`src/rtl/core/assert_macros.svh`:
```
// ----------------------------------------------------------------------------
// Assertion macros
// Shared concurrent assertion wrappers, empty in synthesis.
// ----------------------------------------------------------------------------
`ifndef ASSERT_MACROS_SVH
`define ASSERT_MACROS_SVH
`ifndef SYNTHESIS
`define ASSERT_IMPL(lbl, clk, rst_n, prop) \
	lbl: assert property (@(posedge clk) disable iff (!rst_n) prop) else $error("%m failed");
`define ASSERT_NEVER(lbl, clk, rst_n, expr) \
	lbl: assert property (@(posedge clk) disable iff (!rst_n) !(expr)) else $error("%m failed");
`else
`define ASSERT_IMPL(lbl, clk, rst_n, prop)
`define ASSERT_NEVER(lbl, clk, rst_n, expr)
`endif
`endif

```
`src/rtl/core/wlm_pkg.sv`:
```
// ----------------------------------------------------------------------------
// wlm_pkg
// Types and constants for the windowed latency monitor.
// ----------------------------------------------------------------------------
`default_nettype none
package wlm_pkg;
	localparam int IdCount   = 256;
	localparam int IdBits    = 8;
	localparam int TimeBits  = 32;
	localparam int EntryBits = TimeBits + 1;
	localparam int SumBits   = TimeBits + IdBits + 1;
	localparam int CntBits   = IdBits + 1;
	localparam int QBits     = SumBits + 8;
	localparam logic [31:0] PeriodReset = 32'd1000;

	typedef enum logic [1:0] {
		OP_TICK     = 2'd0,
		OP_ARRIVAL  = 2'd1,
		OP_ANSWERED = 2'd2,
		OP_FINISHED = 2'd3
	} op_t;

	typedef struct packed {
		logic [1:0] operation;
		logic [7:0] call_id;
	} in_item_t;

	typedef struct packed {
		logic [39:0] avg_answered;
		logic [31:0] max_answered;
		logic [39:0] avg_finished;
		logic [31:0] max_finished;
	} out_item_t;

	typedef enum logic [3:0] {
		ST_IDLE, ST_EVENT, ST_CLEAR, ST_RD, ST_ACC, ST_DIV_A, ST_WAIT_A,
		ST_DIV_F, ST_WAIT_F, ST_EMIT
	} state_t;

	typedef struct packed {
		logic       ev_write;
		logic       tick;
		logic       idx_clr;
		logic       idx_inc;
		logic       rd;
		logic       acc;
		logic       acc_clr;
		logic       div_start;
		logic       div_sel_f;
		logic       save_a;
		logic       clear_valid;
		logic       emit;
	} cmd_t;

	typedef struct packed {
		logic report;
		logic idx_last;
		logic div_done;
	} sts_t;
endpackage
`default_nettype wire

```
`src/rtl/core/wlm_ctrl.sv`:
```
// ----------------------------------------------------------------------------
// wlm_ctrl
// Controller: table clearing, event write, tick, table walk, two divides, emit.
// ----------------------------------------------------------------------------
`default_nettype none
module wlm_ctrl import wlm_pkg::*; (
	input  wire logic clk,
	input  wire logic arst_n,
	input  wire logic start,
	input  wire op_t  op,
	input  wire sts_t sts,
	output cmd_t      cmd,
	output logic      busy
);
	state_t state_q, state_nx;
	logic   walking_q;

	always_ff @(posedge clk or negedge arst_n) begin
		if (!arst_n) begin
			state_q <= ST_CLEAR;
			walking_q <= 1'b0;
		end else begin
			state_q <= state_nx;
			if (state_q == ST_RD) walking_q <= !sts.idx_last;
		end
	end

	always_comb begin
		state_nx = state_q;
		unique case (state_q)
			ST_IDLE: begin
				if (start) begin
					if (op != OP_TICK) state_nx = ST_EVENT;
					else if (sts.report) state_nx = ST_RD;
				end
			end
			ST_EVENT:  state_nx = ST_IDLE;
			ST_RD:     state_nx = ST_ACC;
			ST_ACC:    state_nx = walking_q ? ST_RD : ST_DIV_A;
			ST_DIV_A:  state_nx = ST_WAIT_A;
			ST_WAIT_A: if (sts.div_done) state_nx = ST_DIV_F;
			ST_DIV_F:  state_nx = ST_WAIT_F;
			ST_WAIT_F: if (sts.div_done) state_nx = ST_EMIT;
			ST_EMIT:   state_nx = ST_IDLE;
			ST_CLEAR:  if (sts.idx_last) state_nx = ST_IDLE;
			default:   state_nx = ST_IDLE;
		endcase
	end

	always_comb begin
		cmd = '0;
		busy = state_q != ST_IDLE;
		unique case (state_q)
			ST_IDLE: begin
				cmd.tick = start && op == OP_TICK;
				cmd.idx_clr = 1'b1;
				cmd.acc_clr = 1'b1;
			end
			ST_EVENT:  cmd.ev_write = 1'b1;
			ST_RD: begin
				cmd.rd = 1'b1;
				cmd.idx_inc = 1'b1;
			end
			ST_ACC: begin
				cmd.acc = 1'b1;
				cmd.clear_valid = 1'b1;
			end
			ST_DIV_A:  cmd.div_start = 1'b1;
			ST_WAIT_A: cmd.save_a = 1'b1;
			ST_DIV_F: begin
				cmd.div_start = 1'b1;
				cmd.div_sel_f = 1'b1;
			end
			ST_WAIT_F: begin
				cmd.div_sel_f = 1'b1;
				cmd.emit = sts.div_done;
			end
			ST_EMIT:   cmd.div_sel_f = 1'b1;
			ST_CLEAR: begin
				cmd.clear_valid = 1'b1;
				cmd.idx_inc = 1'b1;
			end
			default:   cmd = '0;
		endcase
	end

	`include "assert_macros.svh"
	`ASSERT_IMPL(a_busy_event, clk, arst_n, state_q == ST_EVENT |=> state_q == ST_IDLE)
	`ASSERT_IMPL(a_emit_idle, clk, arst_n, cmd.emit |=> ##1 state_q == ST_IDLE)
	`ASSERT_NEVER(a_start_walk, clk, arst_n, cmd.tick && busy)
endmodule
`default_nettype wire
```
`config.mk`:
```
export PLATFORM = sky130hd
export DESIGN_NAME = wlm_ctrl
export DESIGN_NICKNAME = d
export VERILOG_FILES = /design/src/rtl/core/wlm_pkg.sv /design/src/rtl/core/wlm_ctrl.sv
export VERILOG_INCLUDE_DIRS = /design/src /design/src/rtl/core
export SDC_FILE = /design/constraint.sdc
export NUM_CORES = 1
export LEC_CHECK = 0
export ABC_AREA = 1
export BUFFER_PORTS_ARGS = -buffer_cell sky130_fd_sc_hd__buf_2
export CORE_MARGIN = 10
export CORE_UTILIZATION = 28
export DETAILED_ROUTE_END_ITERATION = 12
export SYNTH_ARGS = -nofsm -noshare
export SYNTH_HDL_FRONTEND = slang
export SYNTH_SLANG_ARGS = --single-unit
```
`constraint.sdc`:
```
create_clock -name clk -period 3.4 [get_ports clk]
set_input_delay 0.17 -clock clk [delete_from_list [all_inputs] [get_ports clk]]
set_output_delay 0.17 -clock clk [all_outputs]
set_load 0.02 [all_outputs]
```
==> reports/qor.csv, run 1 <==
stage,metric,value,unit
place,final estimated routing congestion in global placement,0.806,
power,ratio of total power to cell area,855,nW/um^2
route,total detailed-routing wirelength,1080,um
synth,simple logic cell fraction of the synthesized area,0.510,
route,Avg Vias per Cell,4.49,
power,leakage power figure,0.345,nW
cells_and_area,filler instances,156,
power,Max VDD drop,298,uV
place,half-perimeter wire length after placement,967,um
floorplanning,Die Height,58.9,um
critical_path,Crit path arrival time,1330,ps
critical_path,FF-to-FF Start,state_q[1],
route,drt initial violations,11,
critical_path,Crit path buffers/inverters,3,
floorplanning,cell row count,13,
cells_and_area,proportion of layout cells with a drive suffix above 1,0.477,
critical_path,Crit path largest cell delay,590,ps
critical_path,Setup crit end kind,primary output,
critical_path,depth of the worst register-to-register path,6,
synth,post-synthesis cell type count,17,
timing,Relative slew margins,0.847,
place,post-placement setup slack,2150,ps
synth,syn avg cell area,6.63,sq um
cells_and_area,end-of-flow core utilization,0.418,
clocking,deepest clock path buffer count,2,
synth,Gate Count Post-Synth,64,
synth,synthesized net count,72,
timing,fin worst setup slack,1900,ps
clocking,CTS H-tree depth,1,
synth,combinational family with the most area after synthesis,simple AND/OR/NAND/NOR gates,
global_routing,residual overflow from global routing,0,
min_path,Worst Hold End,walking_q,
min_path,cell depth of the worst min-delay path,2,
critical_path,reg2reg setup slack,2170,ps
clocking,CTS tree,built,
timing,fin crit period,1500,ps
route,post-route ant nets,0,
cells_and_area,# nets final,97,
synth,mux contribution to synthesized area,0,
critical_path,Setup CP Type,flop to primary output,
clocking,clk sink count,5,
global_routing,initial antenna violation count,0,
critical_path,required time at the endpoint of the critical path,3230,ps
timing,Worst Clk Skew,0.320,ps
global_routing,pin count of the biggest net entering global routing,7,
floorplanning,Chip Width,58.9,um
clocking,clock insertion delay at the later pin of the skew report,240,ps
clocking,post-CTS clock slew at the launch and capture registers of the worst setup and hold paths,40,ps
timing,max frequency,665,MHz
critical_path,type of origin of the critical path,flop,
floorplanning,core outline area,1370,sq um
timing,RSZ-0062 raised after global routing,false,
cells_and_area,synth-to-layout area growth,34.8,%
clocking,number of clock buffers inserted by TritonCTS,3,
status,run status,"finished, final reports clean",
global_routing,via count of the first global-routing pass,465,
critical_path,critical path cell sequence,inv_2 -> nand2_2 -> nor2_2 -> inv_2 -> nand2_1 -> buf_2,
synth,number of warnings issued by yosys,0,
timing,hold violation count in the final report,0,
timing,slew at the pin closest to its max-slew limit,230,ps
critical_path,Crit path max-delay family,flip-flops,
cells_and_area,Antenna diodes,0,
critical_path,Worst path most repeated cell,inv_2,
synth,Synth Area in Adders,0,
synth,Mapped Area,424,sq um
critical_path,slowest cell on the critical path,dfstp_2,
min_path,worst min path class,input pin to flop,
synth,sequential element share of the synthesized area,0.298,
timing,setup tns final,0,ps
floorplanning,ports placed on the boundary,21,
route,DRC,0,
min_path,critical hold path startpoint,sts[1],
clocking,number of gates resized after CTS,0,
floorplanning,full die area,3470,sq um
route,Initial DRT Pass Iterations,2,
timing,crit share post-route,0.442,
route,average wire per cell in the routed design,10.4,um
clocking,root buffer cell,clkbuf_4,
timing,final-report max-slew violation count,0,
critical_path,destination of the worst register-to-register timing path,state_q[1],
route,number of vias in the routed layout,462,
job,Max Cap Violations,0,
critical_path,count of cell instances traversed by the critical path,6,
synth,synthesized flop and latch total,5,
floorplanning,effective utilization at floorplan,0.310,
place,Port Buffers,20,
synth,post-synthesis compound-gate area fraction,0.0501,
global_routing,first-pass GRT wire length,1870,um
critical_path,worst-path maximum fanout,6,
place,cell area reported after detailed placement,536,sq um
timing,setup-violating endpoint count in the final report,0,
cells_and_area,post-layout instance area,572,sq um
synth,post-synthesis share of cell area spent on xor and xnor gates,0,
global_routing,total routing usage reported by global routing,0.0678,
cells by family (layout without fill, tap and decap cells):
| group | after synthesis | after routing |
|---|---|---|
| simple gates | 41 | 41 |
| buf+inv | 15 | 39 |
| flops | 5 | 5 |
| compound gates | 3 | 3 |
layout make-up:
cell class | count | area (sq um) | area share
clock buffers | 4 | 26.3 | 0.0460
inverters | 14 | 52.6 | 0.0919
multi-input cells | 44 | 238 | 0.416
flip-flops and latches | 5 | 126 | 0.221
well taps | 15 | 18.8 | 0.0328
repair buffers | 21 | 110 | 0.193
cell usage after synthesis:
| library cell | count | area, sq um |
|---|---|---|
| a21oi_1 | 1 | 5.00 |
| inv_1 | 9 | 33.8 |
| buf_4 | 1 | 7.51 |
| dfrtp_1 | 4 | 100 |
| nor2_4 | 3 | 33.8 |
| nand2_2 | 5 | 31.3 |
| inv_2 | 5 | 18.8 |
| nand4_1 | 1 | 6.26 |
| nand2_1 | 11 | 41.3 |
| nor2_2 | 3 | 18.8 |
| o211ai_1 | 1 | 7.51 |
| nor2_1 | 8 | 30.0 |
| nand3_2 | 1 | 10.0 |
| nor3_1 | 2 | 10.0 |
| dfstp_2 | 1 | 26.3 |
| nand3_1 | 7 | 35.0 |
| o21ai_2 | 1 | 8.76 |
report_power, final:
group	switching, mW	internal (mW)
clock	0.0226	0.0443
combinational	0.207	0.101
sequential	0.0299	0.0845
total	0.259	0.229
worst max-delay path by stage:
stage	from	endpoint
global placement	state_q[1]	cmd[1]
floorplan	state_q[3]	walking_q
global route	state_q[0]	cmd[10]
CTS	state_q[1]	cmd[1]
finish	state_q[1]	cmd[1]
detailed placement	state_q[1]	cmd[1]
placed cells by master, fill, tap and decap left out, types with 3 or more instances in the layout:
master    Yosys  final
nand3_1       7      7
nor2_4        3      3
nand2_1      11     11
nor2_2        3      3
clkbuf_4      0      3
dfrtp_1       4      4
inv_2         5      5
nor2_1        8      8
inv_1         9      9
buf_2         0     20
nand2_2       5      5
metrics by stage:
| step | std cells | hold slack [ps] | power [mW] |
|---|---|---|---|
| after global placement | 98 | -14.0 | 0.426 |
| after global routing | 103 | 128 | 0.543 |
| after floorplan | 64 | -126 | 0.348 |
| after CTS | 103 | 115 | 0.499 |
| final | 103 | 122 | 0.489 |
| after detailed placement | 98 | -10.5 | 0.427 |
what timing repair did:
| action | CTS | global route |
|---|---|---|
| hold buffers | 1 | 0 |
| endpoints found under the hold margin | 5 | 0 |
| buffers inserted | 0 | 0 |
| setup endpoints to repair | 0 | 0 |
sequential cells by signal, indices dropped and copies added, names as in the netlist:
name / count
state_q: 4
walking_q: 1
worst reg2reg max path: stages (launching register included):
cell and delay, ps:
dfstp_2 590, inv_2 90, nand2_2 120, nand3_1 120, nand3_1 100, nand4_1 80
nand2_1 70
per-layer routing:
layer / global-route usage / vias to the layer above / routed length, um
met5: 0 / - / 0
met4: 0.0459 / 0 / 0
met3: 0.0408 / 0 / 140
met2: 0.0991 / 12 / 501
met1: 0.0712 / 205 / 433
li1: - / 245 / -
(Power assumes the default switching activity.)
==> inputs of run 2 (changes only) <==
==> constraint.sdc (replaced) <==
create_clock -name clk -period 1.5 [get_ports clk]
set_input_delay 0.075 -clock clk [delete_from_list [all_inputs] [get_ports clk]]
set_output_delay 0.075 -clock clk [all_outputs]
set_load 0.02 [all_outputs]
==> reports/qor.csv, run 2 (synthesis results as in run 1) <==
stage,metric,value,unit,change
status,run status,"finished, final reports clean",,unchanged
global_routing,initial antenna violation count,0,,unchanged
route,drt initial violations,0,,was 11
job,Max Cap Violations,0,,unchanged
route,Initial DRT Pass Iterations,1,,was 2
cells_and_area,filler instances,153,,was 156
cells_and_area,area of combinational cells with multiple inputs,243,sq um,was 238 sq um
critical_path,Crit path arrival time,1320,ps,was 1330 ps
cells_and_area,# nets final,98,,was 97
global_routing,via count of the first global-routing pass,438,,was 465
floorplanning,full die area,3470,sq um,unchanged
place,half-perimeter wire length after placement,1030,um,was 967 um
clocking,post-CTS clock slew at the launch and capture registers of the worst setup and hold paths,40,ps,about the same
floorplanning,cell row count,13,,unchanged
cells_and_area,Top Registers,"state_q: 4 flops, walking_q: 1 flops",,unchanged
floorplanning,ports placed on the boundary,21,,unchanged
global_routing,total routing usage reported by global routing,0.0692,,was 0.0678
critical_path,Setup CP Type,flop to primary output,,unchanged
clocking,number of clock buffers inserted by TritonCTS,3,,unchanged
global_routing,pin count of the biggest net entering global routing,7,,unchanged
cells_and_area,register with the most flip-flops,state_q,,unchanged
timing,final-report max-slew violation count,0,,unchanged
timing,crit share post-route,0.928,,
min_path,worst min path class,input pin to flop,,unchanged
timing,RSZ-0062 raised after global routing,false,,unchanged
cells_and_area,"leading cell type in the layout, fill and taps excluded",buf_2,,unchanged
power,Max VDD drop,807,uV,was 298 uV
route,total detailed-routing wirelength,1160,um,was 1080 um
place,cell area reported after detailed placement,536,sq um,unchanged
timing,setup tns final,0,ps,unchanged
cells_and_area,Sequential Area,128,sq um,was 126 sq um
clocking,deepest clock path buffer count,2,,unchanged
cells_and_area,max FFs per register,4,,unchanged
timing,Relative slew margins,0.853,,was 0.847
cells_and_area,most used cells in the layout excluding fill and tap cells,"buf_2 (20), nand2_1 (11), inv_1 (8), nor2_1 (8), nand3_1 (7)",,"was buf_2 (20), nand2_1 (11), inv_1 (9), nor2_1 (8), nand3_1 (7)"
global_routing,first-pass GRT wire length,1930,um,was 1870 um
clocking,CTS H-tree depth,1,,unchanged
floorplanning,Die Height,58.9,um,unchanged
clocking,clk sink count,5,,unchanged
place,final estimated routing congestion in global placement,0.790,,was 0.806
cells_and_area,post-layout instance area,586,sq um,was 572 sq um
timing,Worst Clk Skew,2.57,ps,was 0.320 ps
timing,max frequency,718,MHz,
route,Avg Vias per Cell,4.40,,was 4.49
route,number of vias in the routed layout,458,,was 462
route,average wire per cell in the routed design,11.2,um,was 10.4 um
clocking,root buffer cell,clkbuf_4,,unchanged
power,leakage power figure,0.350,nW,was 0.345 nW
timing,fin crit period,1390,ps,
timing,setup-violating endpoint count in the final report,0,,unchanged
cells_and_area,proportion of layout cells with a drive suffix above 1,0.506,,was 0.477
floorplanning,effective utilization at floorplan,0.310,,unchanged
critical_path,worst-path maximum fanout,5,,was 6
global_routing,residual overflow from global routing,0,,unchanged
cells_and_area,Antenna diodes,0,,unchanged
critical_path,Setup crit end kind,primary output,,unchanged
timing,worst hold slack after final layout,32.2,ps,was 122 ps
route,DRC,0,,unchanged
clocking,CTS tree,built,,unchanged
clocking,clock insertion delay at the later pin of the skew report,240,ps,about the same
timing,hold violation count in the final report,0,,unchanged
critical_path,type of origin of the critical path,flop,,unchanged
critical_path,required time at the endpoint of the critical path,1420,ps,was 3230 ps
timing,slew at the pin closest to its max-slew limit,221,ps,was 230 ps
power,ratio of total power to cell area,1950,nW/um^2,was 855 nW/um^2
place,Port Buffers,20,,unchanged
cells_and_area,synth-to-layout area growth,38.1,%,was 34.8%
floorplanning,core outline area,1370,sq um,unchanged
route,post-route ant nets,0,,unchanged
floorplanning,Chip Width,58.9,um,unchanged
## run 2: cell count changes in the layout (fill, tap and decap cells not counted)
cell     change
dfrtp_2      +1
nand2_2      -1
inv_1        -1
dfrtp_1      -1
buf_4        +1
inv_2        +1
nand2_4      +1
## run 2: cell type report
type | instances | area share
repair buffers | 22 | 0.201
flip-flops and latches | 5 | 0.218
inverters | 14 | 0.0897
well taps | 15 | 0.0321
multi-input cells | 44 | 0.415
clock buffers | 4 | 0.0449
## run 2: worst max-delay path: stages (launching register included)
cell and delay, ps:
dfrtp_1 420, nor2_2 240, inv_2 100, nor3_1 130, buf_2 190
## run 2: metal layers
metal / GRT usage / up-vias / part of all wire
met2: 0.108 / 14 / 0.48
li1: - / 243 / -
met4: 0.0393 / 0 / 0
met5: 0 / - / 0
met1: 0.0751 / 201 / 0.41
met3: 0.0322 / 0 / 0.11
## run 2: worst paths after layout
kind,start,endpoint,slack (ps),cells after the start
min reg2reg,state_q[1],state_q[1],520,2
max,state_q[3],cmd[11],110,4
max reg2reg,state_q[1],state_q[1],240,8
min in group asynchronous,arst_n,state_q[2],180,2
max in group asynchronous,arst_n,state_q[1],1110,2
min,sts[1],walking_q,30,2
## run 2: stage by stage
stage	util	power (mW)	setup slack, ps	std cells
global placement	0.392	0.961	279	98
detailed placement	0.392	0.975	257	98
floorplan	-	0.789	92.9	64
global route	0.429	1.26	4.18	104
finish	0.429	1.14	108	104
CTS	0.418	1.14	63.4	103
## run 2: repair_timing
item                                    4_1_cts  5_1_grt
endpoints found under the setup margin        0        1
hold buffers                                  1        0
hold endpoints to repair                      5        0
buffers inserted                              0        1
gates resized for setup                       0        3
## run 2: power breakdown
| group | total (mW) | internal [mW] | switching [mW] | leakage, nW |
|---|---|---|---|---|
| Clock | 0.150 | 0.100 | 0.0495 | 0.0150 |
| Combinational | 0.730 | 0.244 | 0.486 | 0.274 |
| Sequential | 0.264 | 0.194 | 0.0697 | 0.0609 |
